### config.mk
export PLATFORM = sky130hd
export DESIGN_NAME = poly_voice_allocator
export DESIGN_NICKNAME = d
export VERILOG_FILES = /design/src/hw/rtl/pva_pkg.sv /design/src/hw/rtl/poly_voice_allocator.sv /design/src/hw/rtl/pva_note_tab.sv
export SDC_FILE = /design/constraint.sdc
export NUM_CORES = 2
export LEC_CHECK = 0
export BUFFER_PORTS_ARGS = -buffer_cell sky130_fd_sc_hd__clkbuf_2
export CORE_UTILIZATION = 46
export CTS_BUF_LIST = sky130_fd_sc_hd__clkbuf_4 sky130_fd_sc_hd__clkbuf_8 sky130_fd_sc_hd__clkbuf_16
export CTS_CLUSTER_DIAMETER = 30
export CTS_CLUSTER_SIZE = 24
export DETAILED_ROUTE_END_ITERATION = 8
export SYNTH_ARGS = -nofsm -noshare
export SYNTH_HDL_FRONTEND = slang
export SYNTH_HIERARCHICAL = 1
export SYNTH_SLANG_ARGS = --single-unit
### constraint.sdc
create_clock -name clk -period 14 [get_ports clk]
set_clock_uncertainty 0.2 [all_clocks]
set_input_delay 0.7 -clock clk [delete_from_list [all_inputs] [get_ports clk]]
set_output_delay 0.7 -clock clk [all_outputs]
set_load 0.03 [all_outputs]
### src/hw/rtl/pva_pkg.sv
// Shared types and constants of the polyphonic voice allocator.
`timescale 1ns / 1ps
`default_nettype none

package pva_pkg;

    localparam int NUM_VOICES = 8;
    localparam int VOICE_W    = 3;
    localparam int VCNT_W     = 4;
    localparam int NUM_NOTES  = 128;
    localparam int NOTE_W     = 7;
    localparam int VEL_W      = 7;
    localparam int ASG_W      = 5;
    localparam int VSTATE_W   = 8;
    localparam int CFG_IDX_W  = 2;
    localparam int CFG_DATA_W = 4;

    // Operation codes
    localparam logic [2:0] OP_NOTE_ON = 3'd0;
    localparam logic [2:0] OP_NOTE_OFF = 3'd1;
    localparam logic [2:0] OP_RELEASE = 3'd2;
    localparam logic [2:0] OP_DEACT = 3'd3;
    localparam logic [2:0] OP_READ = 3'd4;

    // Result status codes
    localparam logic [2:0] ST_NONE = 3'd0;
    localparam logic [2:0] ST_FREE = 3'd1;
    localparam logic [2:0] ST_REL_VOICE = 3'd2;
    localparam logic [2:0] ST_STOLEN = 3'd3;
    localparam logic [2:0] ST_FREED = 3'd4;
    localparam logic [2:0] ST_RECOVERED = 3'd5;
    localparam logic [2:0] ST_MARKED = 3'd6;
    localparam logic [2:0] ST_READ = 3'd7;

    // Configuration register indexes
    localparam logic [CFG_IDX_W-1:0] CFG_VOICES = 2'd0;
    localparam logic [CFG_IDX_W-1:0] CFG_STEAL = 2'd1;
    localparam logic [CFG_IDX_W-1:0] CFG_RECOVER = 2'd2;

    typedef logic signed [VSTATE_W-1:0] vstate_t;
    typedef logic signed [ASG_W-1:0] asg_t;

    // Voice states
    localparam vstate_t VS_IDLE = -8'sd1;
    localparam vstate_t VS_RELEASING = -8'sd2;

    // Note assignment codes; non-negative values are voice indexes
    localparam asg_t NA_FREE = -5'sd1;
    localparam asg_t NA_RELEASING = -5'sd2;
    localparam asg_t NA_STOLEN = -5'sd3;

    typedef struct packed {
        logic              asg_we;
        logic              vel_we;
        logic [NOTE_W-1:0] waddr;
        asg_t              asg_wdata;
        logic [VEL_W-1:0]  vel_wdata;
        logic [NOTE_W-1:0] raddr;
    } ntab_req_t;

endpackage

`default_nettype wire

### src/hw/rtl/poly_voice_allocator.sv
// Top level of the polyphonic voice allocator with voice stealing.
//
// Usage: one item on the input channel (in_valid/in_ready) carries an
// operation (note on, note off, mark releasing, deactivate voice, read
// voice) with note, velocity and voice fields. Each item yields exactly one
// result on the output channel (out_valid/out_ready): status, voice index,
// that voice's state, velocity and pitch, and the active-voice count.
// The cfg channel (cfg_valid/cfg_ready, cfg_index, cfg_data) writes the
// voices-in-use count and the stealing and recovery enables; write it only
// while no item is in flight. cfg_ready is always high.
// Sequencing: a small sequencer walks the held-note stack memory, the note
// table and the voice table one step per cycle. Note off searches the stack
// and compacts it in one shared pass, then runs the recovery scan; note on
// searches the stack, scans the voices and may walk the stack to steal;
// read and unsupported operations go straight to the result. in_ready is
// high only while the sequencer is idle; the result sits in an output
// register, so the next item is taken while that result still waits for
// out_ready.
// Reset: all voices inactive, no note held, note table reads back as
// unassigned through valid bits, registers at 8 voices, stealing and
// recovery on. No clearing pass is needed.
`timescale 1ns / 1ps
`default_nettype none

module poly_voice_allocator
#(
    parameter int STACK_DEPTH = 128
)
(
    input  wire logic        clk,
    input  wire logic        rst_n,
    // input item channel
    input  wire logic        in_valid,
    output logic             in_ready,
    input  wire logic [2:0]  operation,
    input  wire logic [6:0]  note,
    input  wire logic [6:0]  velocity,
    input  wire logic [2:0]  voice,
    // result channel
    output logic             out_valid,
    input  wire logic        out_ready,
    output logic [2:0]       status,
    output logic [2:0]       voice_index,
    output logic signed [7:0] voice_state,
    output logic [6:0]       voice_velocity,
    output logic [6:0]       voice_pitch,
    output logic [3:0]       active_count,
    // configuration write channel
    input  wire logic        cfg_valid,
    output logic             cfg_ready,
    input  wire logic [1:0]  cfg_index,
    input  wire logic [3:0]  cfg_data
);

    localparam int AW = $clog2(STACK_DEPTH);
    localparam int CW = $clog2(STACK_DEPTH + 1);
    localparam int NV = pva_pkg::NUM_VOICES;

    // Sequencer states
    localparam logic [4:0] S_IDLE       = 5'd0;
    localparam logic [4:0] S_DISP       = 5'd1;
    localparam logic [4:0] S_FIND       = 5'd2;
    localparam logic [4:0] S_SHIFT      = 5'd3;
    localparam logic [4:0] S_CLR        = 5'd4;
    localparam logic [4:0] S_VHOLD      = 5'd5;
    localparam logic [4:0] S_VSCAN      = 5'd6;
    localparam logic [4:0] S_STEAL_RD   = 5'd7;
    localparam logic [4:0] S_STEAL_NT   = 5'd8;
    localparam logic [4:0] S_STEAL_CHK  = 5'd9;
    localparam logic [4:0] S_STEAL_MARK = 5'd10;
    localparam logic [4:0] S_ASSIGN     = 5'd11;
    localparam logic [4:0] S_REC_INIT   = 5'd12;
    localparam logic [4:0] S_REC_RD     = 5'd13;
    localparam logic [4:0] S_REC_NT     = 5'd14;
    localparam logic [4:0] S_REC_CHK    = 5'd15;
    localparam logic [4:0] S_FIN        = 5'd16;

    logic [4:0] state_reg, state_next;

    // latched item
    logic [2:0] op_reg;
    logic [6:0] note_reg;
    logic [6:0] vel_reg;
    logic [2:0] vsel_reg;

    // configuration
    logic [3:0] voices_reg;
    logic       steal_reg;
    logic       recover_reg;

    // working registers
    logic [2:0]    status_reg, status_next;
    logic [2:0]    vi_reg, vi_next;
    logic [CW-1:0] sidx_reg, sidx_next;
    logic          cmp_v_reg, cmp_v_next;
    logic          wr_pend_reg, wr_pend_next;
    logic [pva_pkg::VCNT_W-1:0] vcnt_reg, vcnt_next;
    logic          rel_found_reg, rel_found_next;
    logic [2:0]    rel_idx_reg, rel_idx_next;
    logic [6:0]    cand_reg, cand_next;
    logic [CW-1:0] count_reg, count_next;

    // voice table
    pva_pkg::vstate_t vstate_reg [NV];
    pva_pkg::vstate_t vstate_next [NV];
    logic [6:0]       vvel_reg [NV];
    logic [6:0]       vvel_next [NV];
    logic [6:0]       vpitch_reg [NV];
    logic [6:0]       vpitch_next [NV];

    // held-note stack memory, newest entry at the highest index
    logic [6:0]    stk_mem [STACK_DEPTH];
    logic [6:0]    stk_rdata_reg;
    logic [AW-1:0] stk_raddr;
    logic          stk_we;
    logic [AW-1:0] stk_waddr;
    logic [6:0]    stk_wdata;

    pva_pkg::ntab_req_t ntab_req;
    pva_pkg::asg_t      ntab_asg;
    logic [6:0]         ntab_vel;

    logic          out_load;
    logic [3:0]    nv;
    logic [CW-1:0] sidx_m1;
    logic [CW-1:0] sidx_m2;
    pva_pkg::vstate_t note_state;
    logic [3:0]    act_cnt;

    assign in_ready  = (state_reg == S_IDLE);
    assign cfg_ready = 1'b1;

    // Clip the voices in use to the table size
    assign nv = (voices_reg > 4'(NV)) ? 4'(NV) : voices_reg;
    assign sidx_m1 = sidx_reg - CW'(1);
    assign sidx_m2 = sidx_reg - CW'(2);
    assign note_state = $signed({1'b0, note_reg});
    assign act_cnt = (count_reg < CW'(nv)) ? 4'(count_reg) : nv;

    pva_note_tab u_note_tab
    (
        .clk       (clk),
        .rst_n     (rst_n),
        .req       (ntab_req),
        .asg_rdata (ntab_asg),
        .vel_rdata (ntab_vel)
    );

    always_comb
    begin
        state_next     = state_reg;
        status_next    = status_reg;
        vi_next        = vi_reg;
        sidx_next      = sidx_reg;
        cmp_v_next     = cmp_v_reg;
        wr_pend_next   = wr_pend_reg;
        vcnt_next      = vcnt_reg;
        rel_found_next = rel_found_reg;
        rel_idx_next   = rel_idx_reg;
        cand_next      = cand_reg;
        count_next     = count_reg;
        vstate_next    = vstate_reg;
        vvel_next      = vvel_reg;
        vpitch_next    = vpitch_reg;
        stk_raddr      = sidx_reg[AW-1:0];
        stk_we         = 1'b0;
        stk_waddr      = sidx_m2[AW-1:0];
        stk_wdata      = stk_rdata_reg;
        ntab_req           = '0;
        ntab_req.raddr     = stk_rdata_reg;
        ntab_req.waddr     = note_reg;
        ntab_req.asg_wdata = pva_pkg::NA_FREE;
        ntab_req.vel_wdata = vel_reg;
        out_load       = 1'b0;

        case (state_reg)
            S_IDLE:
            begin
                if (in_valid)
                begin
                    state_next = S_DISP;
                end
            end

            S_DISP:
            begin
                status_next = pva_pkg::ST_NONE;
                vi_next     = '0;
                sidx_next   = '0;
                cmp_v_next  = 1'b0;
                case (op_reg)
                    pva_pkg::OP_NOTE_ON, pva_pkg::OP_NOTE_OFF, pva_pkg::OP_RELEASE:
                    begin
                        state_next = S_FIND;
                    end
                    pva_pkg::OP_DEACT:
                    begin
                        if (vstate_reg[vsel_reg] == pva_pkg::VS_RELEASING)
                        begin
                            vstate_next[vsel_reg] = pva_pkg::VS_IDLE;
                            vvel_next[vsel_reg]   = '0;
                            vi_next               = vsel_reg;
                            state_next            = S_REC_INIT;
                        end
                        else
                        begin
                            state_next = S_FIN;
                        end
                    end
                    pva_pkg::OP_READ:
                    begin
                        status_next = pva_pkg::ST_READ;
                        vi_next     = vsel_reg;
                        state_next  = S_FIN;
                    end
                    default:
                    begin
                        state_next = S_FIN;
                    end
                endcase
            end

            // Search the stack, one entry per cycle; compare trails the read
            S_FIND:
            begin
                if (cmp_v_reg && (stk_rdata_reg == note_reg))
                begin
                    // sidx already points one past the match: compaction start
                    cmp_v_next   = 1'b0;
                    wr_pend_next = 1'b0;
                    state_next   = (op_reg == pva_pkg::OP_NOTE_ON) ? S_FIN : S_SHIFT;
                end
                else if (sidx_reg == count_reg)
                begin
                    cmp_v_next = 1'b0;
                    case (op_reg)
                        pva_pkg::OP_NOTE_ON:
                        begin
                            vcnt_next      = '0;
                            rel_found_next = 1'b0;
                            state_next     = (count_reg < CW'(STACK_DEPTH)) ? S_VSCAN : S_FIN;
                        end
                        pva_pkg::OP_NOTE_OFF:
                        begin
                            state_next = S_CLR;
                        end
                        default:
                        begin
                            state_next = S_FIN;
                        end
                    endcase
                end
                else
                begin
                    stk_raddr  = sidx_reg[AW-1:0];
                    sidx_next  = sidx_reg + CW'(1);
                    cmp_v_next = 1'b1;
                end
            end

            // Close the gap: move each entry above the match down by one
            S_SHIFT:
            begin
                stk_we = wr_pend_reg;
                if (sidx_reg == count_reg)
                begin
                    wr_pend_next = 1'b0;
                    count_next   = count_reg - CW'(1);
                    state_next   = S_CLR;
                end
                else
                begin
                    stk_raddr    = sidx_reg[AW-1:0];
                    sidx_next    = sidx_reg + CW'(1);
                    wr_pend_next = 1'b1;
                end
            end

            S_CLR:
            begin
                ntab_req.asg_we    = 1'b1;
                ntab_req.asg_wdata = (op_reg == pva_pkg::OP_NOTE_OFF) ?
                                     pva_pkg::NA_FREE : pva_pkg::NA_RELEASING;
                vcnt_next          = '0;
                state_next         = S_VHOLD;
            end

            // Find the lowest voice sounding this note
            S_VHOLD:
            begin
                if (vcnt_reg == pva_pkg::VCNT_W'(NV))
                begin
                    state_next = S_FIN;
                end
                else if (vstate_reg[vcnt_reg[2:0]] == note_state)
                begin
                    vi_next                  = vcnt_reg[2:0];
                    vvel_next[vcnt_reg[2:0]] = '0;
                    if (op_reg == pva_pkg::OP_NOTE_OFF)
                    begin
                        vstate_next[vcnt_reg[2:0]] = pva_pkg::VS_IDLE;
                        state_next                 = S_REC_INIT;
                    end
                    else
                    begin
                        vstate_next[vcnt_reg[2:0]] = pva_pkg::VS_RELEASING;
                        status_next                = pva_pkg::ST_MARKED;
                        state_next                 = S_FIN;
                    end
                end
                else
                begin
                    vcnt_next = vcnt_reg + pva_pkg::VCNT_W'(1);
                end
            end

            // Lowest free voice wins; remember the lowest releasing one
            S_VSCAN:
            begin
                if (vcnt_reg == nv)
                begin
                    if (rel_found_reg)
                    begin
                        vi_next     = rel_idx_reg;
                        status_next = pva_pkg::ST_REL_VOICE;
                        state_next  = S_ASSIGN;
                    end
                    else if (steal_reg)
                    begin
                        sidx_next  = '0;
                        state_next = S_STEAL_RD;
                    end
                    else
                    begin
                        state_next = S_FIN;
                    end
                end
                else if (vstate_reg[vcnt_reg[2:0]] == pva_pkg::VS_IDLE)
                begin
                    vi_next     = vcnt_reg[2:0];
                    status_next = pva_pkg::ST_FREE;
                    state_next  = S_ASSIGN;
                end
                else
                begin
                    if ((vstate_reg[vcnt_reg[2:0]] == pva_pkg::VS_RELEASING) && !rel_found_reg)
                    begin
                        rel_found_next = 1'b1;
                        rel_idx_next   = vcnt_reg[2:0];
                    end
                    vcnt_next = vcnt_reg + pva_pkg::VCNT_W'(1);
                end
            end

            // Walk from the oldest held note for one that owns a voice
            S_STEAL_RD:
            begin
                if (sidx_reg == count_reg)
                begin
                    state_next = S_FIN;
                end
                else
                begin
                    stk_raddr  = sidx_reg[AW-1:0];
                    state_next = S_STEAL_NT;
                end
            end

            S_STEAL_NT:
            begin
                state_next = S_STEAL_CHK;
            end

            S_STEAL_CHK:
            begin
                if (ntab_asg[pva_pkg::ASG_W-1:pva_pkg::VOICE_W] == '0)
                begin
                    vi_next     = ntab_asg[pva_pkg::VOICE_W-1:0];
                    status_next = pva_pkg::ST_STOLEN;
                    state_next  = S_STEAL_MARK;
                end
                else
                begin
                    sidx_next  = sidx_reg + CW'(1);
                    state_next = S_STEAL_RD;
                end
            end

            S_STEAL_MARK:
            begin
                if (!vstate_reg[vi_reg][7])
                begin
                    ntab_req.asg_we    = 1'b1;
                    ntab_req.waddr     = vstate_reg[vi_reg][6:0];
                    ntab_req.asg_wdata = pva_pkg::NA_STOLEN;
                end
                state_next = S_ASSIGN;
            end

            // Give the voice to the new note and push the note
            S_ASSIGN:
            begin
                vstate_next[vi_reg] = note_state;
                vvel_next[vi_reg]   = vel_reg;
                vpitch_next[vi_reg] = note_reg;
                ntab_req.asg_we     = 1'b1;
                ntab_req.vel_we     = 1'b1;
                ntab_req.asg_wdata  = $signed({2'b00, vi_reg});
                stk_we              = 1'b1;
                stk_waddr           = count_reg[AW-1:0];
                stk_wdata           = note_reg;
                count_next          = count_reg + CW'(1);
                state_next          = S_FIN;
            end

            S_REC_INIT:
            begin
                if (!recover_reg)
                begin
                    status_next = pva_pkg::ST_FREED;
                    state_next  = S_FIN;
                end
                else
                begin
                    sidx_next  = count_reg;
                    state_next = S_REC_RD;
                end
            end

            // Walk from the newest held note for a stolen one
            S_REC_RD:
            begin
                if (sidx_reg == '0)
                begin
                    status_next = pva_pkg::ST_FREED;
                    state_next  = S_FIN;
                end
                else
                begin
                    stk_raddr  = sidx_m1[AW-1:0];
                    sidx_next  = sidx_m1;
                    state_next = S_REC_NT;
                end
            end

            S_REC_NT:
            begin
                cand_next  = stk_rdata_reg;
                state_next = S_REC_CHK;
            end

            S_REC_CHK:
            begin
                if (ntab_asg == pva_pkg::NA_STOLEN)
                begin
                    vstate_next[vi_reg] = $signed({1'b0, cand_reg});
                    vvel_next[vi_reg]   = ntab_vel;
                    vpitch_next[vi_reg] = cand_reg;
                    ntab_req.asg_we     = 1'b1;
                    ntab_req.waddr      = cand_reg;
                    ntab_req.asg_wdata  = $signed({2'b00, vi_reg});
                    status_next         = pva_pkg::ST_RECOVERED;
                    state_next          = S_FIN;
                end
                else
                begin
                    state_next = S_REC_RD;
                end
            end

            // Hold the result until the output register is free
            S_FIN:
            begin
                if (!out_valid || out_ready)
                begin
                    out_load   = 1'b1;
                    state_next = S_IDLE;
                end
            end

            default:
            begin
                state_next = S_IDLE;
            end
        endcase
    end

    always_ff @(posedge clk or negedge rst_n)
    begin
        if (!rst_n)
        begin
            state_reg     <= S_IDLE;
            status_reg    <= pva_pkg::ST_NONE;
            vi_reg        <= '0;
            sidx_reg      <= '0;
            cmp_v_reg     <= 1'b0;
            wr_pend_reg   <= 1'b0;
            vcnt_reg      <= '0;
            rel_found_reg <= 1'b0;
            rel_idx_reg   <= '0;
            count_reg     <= '0;
            voices_reg    <= 4'(NV);
            steal_reg     <= 1'b1;
            recover_reg   <= 1'b1;
            out_valid     <= 1'b0;
            for (int i = 0; i < NV; i++)
            begin
                vstate_reg[i] <= pva_pkg::VS_IDLE;
                vvel_reg[i]   <= '0;
                vpitch_reg[i] <= '0;
            end
        end
        else
        begin
            state_reg     <= state_next;
            status_reg    <= status_next;
            vi_reg        <= vi_next;
            sidx_reg      <= sidx_next;
            cmp_v_reg     <= cmp_v_next;
            wr_pend_reg   <= wr_pend_next;
            vcnt_reg      <= vcnt_next;
            rel_found_reg <= rel_found_next;
            rel_idx_reg   <= rel_idx_next;
            count_reg     <= count_next;
            vstate_reg    <= vstate_next;
            vvel_reg      <= vvel_next;
            vpitch_reg    <= vpitch_next;
            if (cfg_valid && cfg_ready)
            begin
                case (cfg_index)
                    pva_pkg::CFG_VOICES:  voices_reg  <= cfg_data;
                    pva_pkg::CFG_STEAL:   steal_reg   <= cfg_data[0];
                    pva_pkg::CFG_RECOVER: recover_reg <= cfg_data[0];
                    default:              ;
                endcase
            end
            if (out_load)
            begin
                out_valid <= 1'b1;
            end
            else if (out_ready)
            begin
                out_valid <= 1'b0;
            end
        end
    end

    // Payload registers: item latch, candidate note, result
    always_ff @(posedge clk)
    begin
        if (in_valid && in_ready)
        begin
            op_reg   <= operation;
            note_reg <= note;
            vel_reg  <= velocity;
            vsel_reg <= voice;
        end
        cand_reg <= cand_next;
        if (out_load)
        begin
            status       <= status_reg;
            active_count <= act_cnt;
            if (status_reg != pva_pkg::ST_NONE)
            begin
                voice_index    <= vi_reg;
                voice_state    <= vstate_reg[vi_reg];
                voice_velocity <= vvel_reg[vi_reg];
                voice_pitch    <= vpitch_reg[vi_reg];
            end
            else
            begin
                voice_index    <= '0;
                voice_state    <= '0;
                voice_velocity <= '0;
                voice_pitch    <= '0;
            end
        end
    end

    always_ff @(posedge clk)
    begin
        if (stk_we)
        begin
            stk_mem[stk_waddr] <= stk_wdata;
        end
        stk_rdata_reg <= stk_mem[stk_raddr];
    end

    a_count_bound: assert property (@(posedge clk) disable iff (!rst_n)
        count_reg <= CW'(STACK_DEPTH))
        else $error("held note count beyond stack depth");

    a_busy_after_accept: assert property (@(posedge clk) disable iff (!rst_n)
        (in_valid && in_ready) |=> !in_ready)
        else $error("ready right after an accepted item");

    a_active_bound: assert property (@(posedge clk) disable iff (!rst_n)
        out_valid |-> (active_count <= nv))
        else $error("active count above voices in use");

    a_none_zero: assert property (@(posedge clk) disable iff (!rst_n)
        (out_valid && (status == pva_pkg::ST_NONE)) |->
        ((voice_index == '0) && (voice_state == '0) && (voice_pitch == '0)))
        else $error("empty result carries voice data");

endmodule

`default_nettype wire

### src/hw/rtl/pva_note_tab.sv
// Note table: per-note voice assignment and velocity with reset-valid bits.
`timescale 1ns / 1ps
`default_nettype none

module pva_note_tab
(
    input  wire logic              clk,
    input  wire logic              rst_n,
    input  wire pva_pkg::ntab_req_t req,
    output pva_pkg::asg_t          asg_rdata,
    output logic [pva_pkg::VEL_W-1:0] vel_rdata
);

    pva_pkg::asg_t                asg_mem [pva_pkg::NUM_NOTES];
    logic [pva_pkg::VEL_W-1:0]    vel_mem [pva_pkg::NUM_NOTES];
    logic [pva_pkg::NUM_NOTES-1:0] asg_vld_reg;
    logic [pva_pkg::NUM_NOTES-1:0] vel_vld_reg;
    pva_pkg::asg_t                asg_q_reg;
    logic [pva_pkg::VEL_W-1:0]    vel_q_reg;
    logic                         asg_vq_reg;
    logic                         vel_vq_reg;

    // Entries never written read as their reset value
    always_ff @(posedge clk or negedge rst_n)
    begin
        if (!rst_n)
        begin
            asg_vld_reg <= '0;
            vel_vld_reg <= '0;
            asg_vq_reg  <= 1'b0;
            vel_vq_reg  <= 1'b0;
        end
        else
        begin
            if (req.asg_we)
            begin
                asg_vld_reg[req.waddr] <= 1'b1;
            end
            if (req.vel_we)
            begin
                vel_vld_reg[req.waddr] <= 1'b1;
            end
            asg_vq_reg <= asg_vld_reg[req.raddr];
            vel_vq_reg <= vel_vld_reg[req.raddr];
        end
    end

    always_ff @(posedge clk)
    begin
        if (req.asg_we)
        begin
            asg_mem[req.waddr] <= req.asg_wdata;
        end
        if (req.vel_we)
        begin
            vel_mem[req.waddr] <= req.vel_wdata;
        end
        asg_q_reg <= asg_mem[req.raddr];
        vel_q_reg <= vel_mem[req.raddr];
    end

    assign asg_rdata = asg_vq_reg ? asg_q_reg : pva_pkg::NA_FREE;
    assign vel_rdata = vel_vq_reg ? vel_q_reg : '0;

endmodule

`default_nettype wire

==> impl_metrics.prom <==
# TYPE chip_impl_metric gauge
chip_impl_info{name="synth_area_leaders",value="sky130_fd_sc_hd__edfxtp_1, sky130_fd_sc_hd__mux4_2, sky130_fd_sc_hd__dfrtp_1"} 1
chip_impl_metric{name="synth.lib_cells_used.distinct",unit=""} 107
chip_impl_info{name="cts_root_buf",value="sky130_fd_sc_hd__clkbuf_16"} 1
chip_impl_metric{name="area_growth_from_synthesis_to_layout",unit="%"} 20.1
chip_impl_metric{name="cts_max_path_buffers",unit=""} 4
chip_impl_metric{name="final_cell_count_no_fill",unit=""} 12300
chip_impl_metric{name="switchingPower",unit="uW"} 10300
chip_impl_info{name="grt_setup_unrepaired",value="false"} 1
chip_impl_metric{name="arrival",unit="ns"} 6.70
chip_impl_metric{name="max_slew_violations",unit=""} 0
chip_impl_metric{name="total_negative_setup_slack",unit="ns"} 0
chip_impl_metric{name="metal_1_wl",unit="um"} 146000
chip_impl_info{name="cts_tree",value="done"} 1
chip_impl_metric{name="post_cts_resize_count",unit=""} 0
chip_impl_metric{name="cts_inserted_buffers",unit=""} 587
chip_impl_metric{name="syn-cell-area",unit="um^2"} 128000
chip_impl_metric{name="io_buffers",unit=""} 64
chip_impl_metric{name="clk_latency",unit="ns"} 1.02
chip_impl_metric{name="cts.clk_slew.worst_paths",unit="ns"} 0.04
chip_impl_info{name="synth_common_cells",value="sky130_fd_sc_hd__edfxtp_1, sky130_fd_sc_hd__mux4_2, sky130_fd_sc_hd__nor2_1"} 1
chip_impl_metric{name="yosysWarningCount",unit=""} 6
chip_impl_info{name="startpoint_kind_of_the_worst_setup_timing_path",value="flop"} 1
chip_impl_metric{name="wl_met2",unit="um"} 163000
chip_impl_info{name="critical-path-top-delay-family",value="buffers and inverters"} 1
chip_impl_metric{name="detailed_place_hpwl",unit="um"} 208000
chip_impl_metric{name="maximum_number_of_pins_on_one_net_before_global_route_repair",unit=""} 130
chip_impl_metric{name="irDropWorstVdd",unit="uV"} 234
chip_impl_metric{name="ff2ff_path_depth",unit=""} 14
chip_impl_metric{name="worst-endpoint-required",unit="ns"} 14.57
chip_impl_metric{name="remaining_drc_errors",unit=""} 0
chip_impl_metric{name="floorplan.die_area",unit="um^2"} 280000
chip_impl_metric{name="asyncSetResetFlopFracSynth",unit="%"} 16.0
chip_impl_metric{name="synth_sequential_area_ratio",unit="%"} 68.3
chip_impl_metric{name="netlist_instances",unit=""} 7783
chip_impl_metric{name="placedInstanceArea",unit="um^2"} 132000
chip_impl_metric{name="synth_edf_count",unit=""} 2491
chip_impl_metric{name="cts_htree_levels",unit=""} 6
chip_impl_info{name="cell_chain_critical_path",value="inv_1 -> ha_4 -> nor3b_2 -> buf_4 -> and2_1 -> o41a_2 -> buf_4 -> buf_4 -> nor2_2 -> buf_4 -> a222oi_1 -> a31oi_1 -> a211oi_1 -> nor4_2"} 1
chip_impl_metric{name="routed-wl-met3",unit="um"} 28900
chip_impl_metric{name="design.portCount",unit=""} 66
chip_impl_metric{name="slew_margin_rel",unit="%"} 22.1
chip_impl_metric{name="drive_above_1_share",unit="%"} 28.3
chip_impl_metric{name="layout.nets",unit=""} 8145
chip_impl_metric{name="number_of_setup_violations_in_the_final_report",unit=""} 0
chip_impl_metric{name="synth_top_area_share",unit="%"} 58.6
chip_impl_metric{name="swShare",unit="%"} 30.9
chip_impl_metric{name="yosys_register_bits",unit=""} 2988
chip_impl_metric{name="placed_cells_incl_taps",unit=""} 11200
chip_impl_metric{name="global_route.overflow_total",unit=""} 0
chip_impl_metric{name="syn_nets",unit=""} 7831
chip_impl_info{name="yosys.cell_count.top_type",value="sky130_fd_sc_hd__edfxtp_1"} 1
chip_impl_metric{name="gp_congestion",unit=""} 0.893
chip_impl_metric{name="detailedRoute.firstIterationViolations",unit=""} 8414
chip_impl_metric{name="timing.critical_path.fanout_max",unit=""} 44
chip_impl_info{name="status",value="finished clean"} 1
chip_impl_info{name="rr_startpoint",value="sidx_reg[0]"} 1
chip_impl_metric{name="design.core.area",unit="um^2"} 276000
chip_impl_metric{name="timing.final.ws_setup",unit="ns"} 7.87
chip_impl_metric{name="timing.critical_path.slowest_cell_delay",unit="ns"} 0.93
chip_impl_metric{name="std_cell_rows",unit=""} 193
chip_impl_metric{name="post-route-cell-area",unit="um^2"} 153000
chip_impl_metric{name="drt-vias-per-instance",unit=""} 6.18
chip_impl_metric{name="total_internal_power",unit="uW"} 23100
chip_impl_metric{name="cp.buffers_inverters",unit=""} 5
chip_impl_metric{name="finalCritPeriodShare",unit="%"} 43.8
chip_impl_info{name="top_regs",value="stk_mem x896, u_note_tab/vel_mem x896, u_note_tab/asg_mem x640"} 1
chip_impl_info{name="setup.worst_path.end_class",value="flop"} 1
chip_impl_metric{name="die_h",unit="um"} 529
chip_impl_metric{name="avgSynthCellArea",unit="um^2"} 16.4
chip_impl_info{name="dominant_cell_type_by_area_after_synthesis",value="sky130_fd_sc_hd__edfxtp_1"} 1
chip_impl_metric{name="detailedPlace.worstSlack",unit="ns"} 8.08
chip_impl_metric{name="power_leakage",unit="uW"} 0.0547
chip_impl_metric{name="die-width",unit="um"} 529
chip_impl_metric{name="wl_per_cell",unit="um"} 28.4
chip_impl_metric{name="antenna_found_initial",unit=""} 9
chip_impl_metric{name="initial_utilization",unit="%"} 46.2
chip_impl_info{name="worst-setup-path-type",value="flop to flop"} 1
chip_impl_info{name="slowest_stage",value="sky130_fd_sc_hd__a211oi_1"} 1
chip_impl_metric{name="fmax",unit="MHz"} 163
chip_impl_metric{name="grt_first_pass_wirelength",unit="um"} 517000
chip_impl_metric{name="fin_crit",unit="ns"} 6.13
chip_impl_metric{name="pwr_density_cell",unit="nW/um^2"} 218
chip_impl_metric{name="drt_pass1_iterations",unit=""} 6
chip_impl_metric{name="final-hold-violation-count",unit=""} 0
chip_impl_info{name="uppermost_signal_routing_layer_after_detailed_routing",value="met4"} 1
chip_impl_metric{name="num_vias",unit=""} 76000
chip_impl_metric{name="routed_wirelength",unit="um"} 349000
chip_impl_metric{name="power.sequential.fraction",unit="%"} 32.5
chip_impl_metric{name="combinationalPowerShare",unit="%"} 24.1
chip_impl_info{name="critical_path.reg2reg.endpoint",value="stk_rdata_reg[5]"} 1
chip_impl_metric{name="fin_total_pwr",unit="uW"} 33500
chip_impl_metric{name="setup.reg_to_reg.worst_slack",unit="ns"} 7.87
chip_impl_metric{name="grt_pass1_vias",unit=""} 77000
chip_impl_metric{name="cts_sinks",unit=""} 2988
chip_impl_metric{name="cap_violations",unit=""} 0
chip_impl_info{name="postSynth.topFlopCell",value="sky130_fd_sc_hd__edfxtp_1"} 1
chip_impl_info{name="hp-class",value="primary input to asynchronous set/reset pin"} 1
chip_impl_info{name="crit_path_frequent_cell",value="sky130_fd_sc_hd__buf_4"} 1
chip_impl_metric{name="antenna_violating_nets_post_route",unit=""} 0
chip_impl_metric{name="gr-usage-all-layers",unit="%"} 24.7
chip_impl_metric{name="worst_slew_pin_slew",unit="ns"} 1.16
chip_impl_metric{name="power.clock.fraction",unit="%"} 43.4
-- kinds of logic after synthesis --
| kind of cell | after synthesis | synth area share [%] |
|---|---|---|
| buffers and inverters | 560 | 1.88 |
| AND/OR/NAND/NOR | 1805 | 6.77 |
| multiplexers | 1233 | 16.1 |
| flip-flops | 2988 | 68.3 |
| adder cells (fa/ha/maj) | 17 | 0.172 |
| AO/OA/AOI/OAI | 1139 | 6.46 |
| XOR/XNOR | 40 | 0.280 |
| other | 1 | 0.00294 |
-- layout make-up --
type	count	area [um^2]
Tap cell	3705	4640
Inverter	29	114
Fill cell	21300	123000
Timing Repair Buffer	256	1980
Clock inverter	412	5410
Clock buffer	677	15600
Multi-Input combinational cell	4235	38300
Sequential cell	2988	87300
Antenna cell	2	5.00
-- worst max path at each step --
stage                                           end  depth (start not counted)  slack (ns)              from
after floorplan                       stk_mem[0][4]                          5        6.18      state_reg[4]
after global placement      u_note_tab/vel_q_reg[0]                          7        8.11  stk_rdata_reg[0]
after detailed placement    u_note_tab/vel_q_reg[0]                          7        8.08  stk_rdata_reg[0]
after CTS                   u_note_tab/vel_q_reg[0]                          7        8.04  stk_rdata_reg[0]
after global routing      u_note_tab/vel_mem[91][6]                          8        7.68      state_reg[2]
final                              stk_rdata_reg[5]                         14        7.87       sidx_reg[0]
-- cell usage in the layout, fill, tap and decap left out, types with 35 or more instances in the layout --
master                             n
sky130_fd_sc_hd__edfxtp_1       2491
sky130_fd_sc_hd__mux4_2          649
sky130_fd_sc_hd__clkbuf_16       593
sky130_fd_sc_hd__nor2_1          535
sky130_fd_sc_hd__mux2i_1         491
sky130_fd_sc_hd__nand2_1         458
sky130_fd_sc_hd__dfrtp_1         409
sky130_fd_sc_hd__or2_2           263
sky130_fd_sc_hd__buf_4           147
sky130_fd_sc_hd__o21ai_0         142
sky130_fd_sc_hd__a21oi_1         140
sky130_fd_sc_hd__a22oi_1         139
sky130_fd_sc_hd__nand3_1         127
sky130_fd_sc_hd__o22ai_1         120
sky130_fd_sc_hd__nor3_1          114
sky130_fd_sc_hd__mux2_2           88
sky130_fd_sc_hd__clkinv_2         76
sky130_fd_sc_hd__bufinv_16        75
sky130_fd_sc_hd__dfstp_2          67
sky130_fd_sc_hd__clkbuf_2         63
sky130_fd_sc_hd__a211oi_1         62
sky130_fd_sc_hd__o2bb2ai_1        61
sky130_fd_sc_hd__clkinvlp_4       59
sky130_fd_sc_hd__clkbuf_4         58
sky130_fd_sc_hd__clkinv_1         57
sky130_fd_sc_hd__or3_1            51
sky130_fd_sc_hd__clkinv_4         46
sky130_fd_sc_hd__a31oi_1          42
sky130_fd_sc_hd__nand4_1          40
sky130_fd_sc_hd__a22o_1           40
sky130_fd_sc_hd__inv_6            40
sky130_fd_sc_hd__dlygate4sd3_1    35
-- power groups by stage --
stage | Combinational (uW) | Sequential (uW) | Clock (uW)
after floorplan | 5470 | 11000 | 0
after CTS | 8050 | 10900 | 14700
final | 8050 | 10900 | 14500
after detailed placement | 8010 | 11000 | 0
after global placement | 7950 | 11000 | 0
after global routing | 8480 | 10900 | 15100
-- per-layer routing --
layer | track usage, % | up-vias
met5 | 0 | -
met3 | 5.45 | 700
met4 | 8.34 | 0
met1 | 34.8 | 39700
li1 | - | 32100
met2 | 38.2 | 3561
-- worst register-to-register path: cells and delay by family, from the launching register on --
family	cells	cell delay [ns]
flops	1	0.62
simple gates	4	0.83
compound gates	4	1.89
fa+ha+maj	1	0.26
buf+inv	5	2.13
-- through the flow --
stage	hold WS [ns]	utilization [%]
after floorplan	0.204	-
after global placement	0.243	47.8
after detailed placement	0.247	47.8
after CTS	0.138	55.5
after global routing	0.168	55.5
final	0.127	55.5
-- timing repair --
item | 4_1_cts | 5_1_grt
hold endpoints to repair | 102 | 0
buffers inserted | 0 | 0
setup endpoints to repair | 0 | 0
hold buffers | 35 | 0
Note: power is estimated with default switching activity, not from simulation.
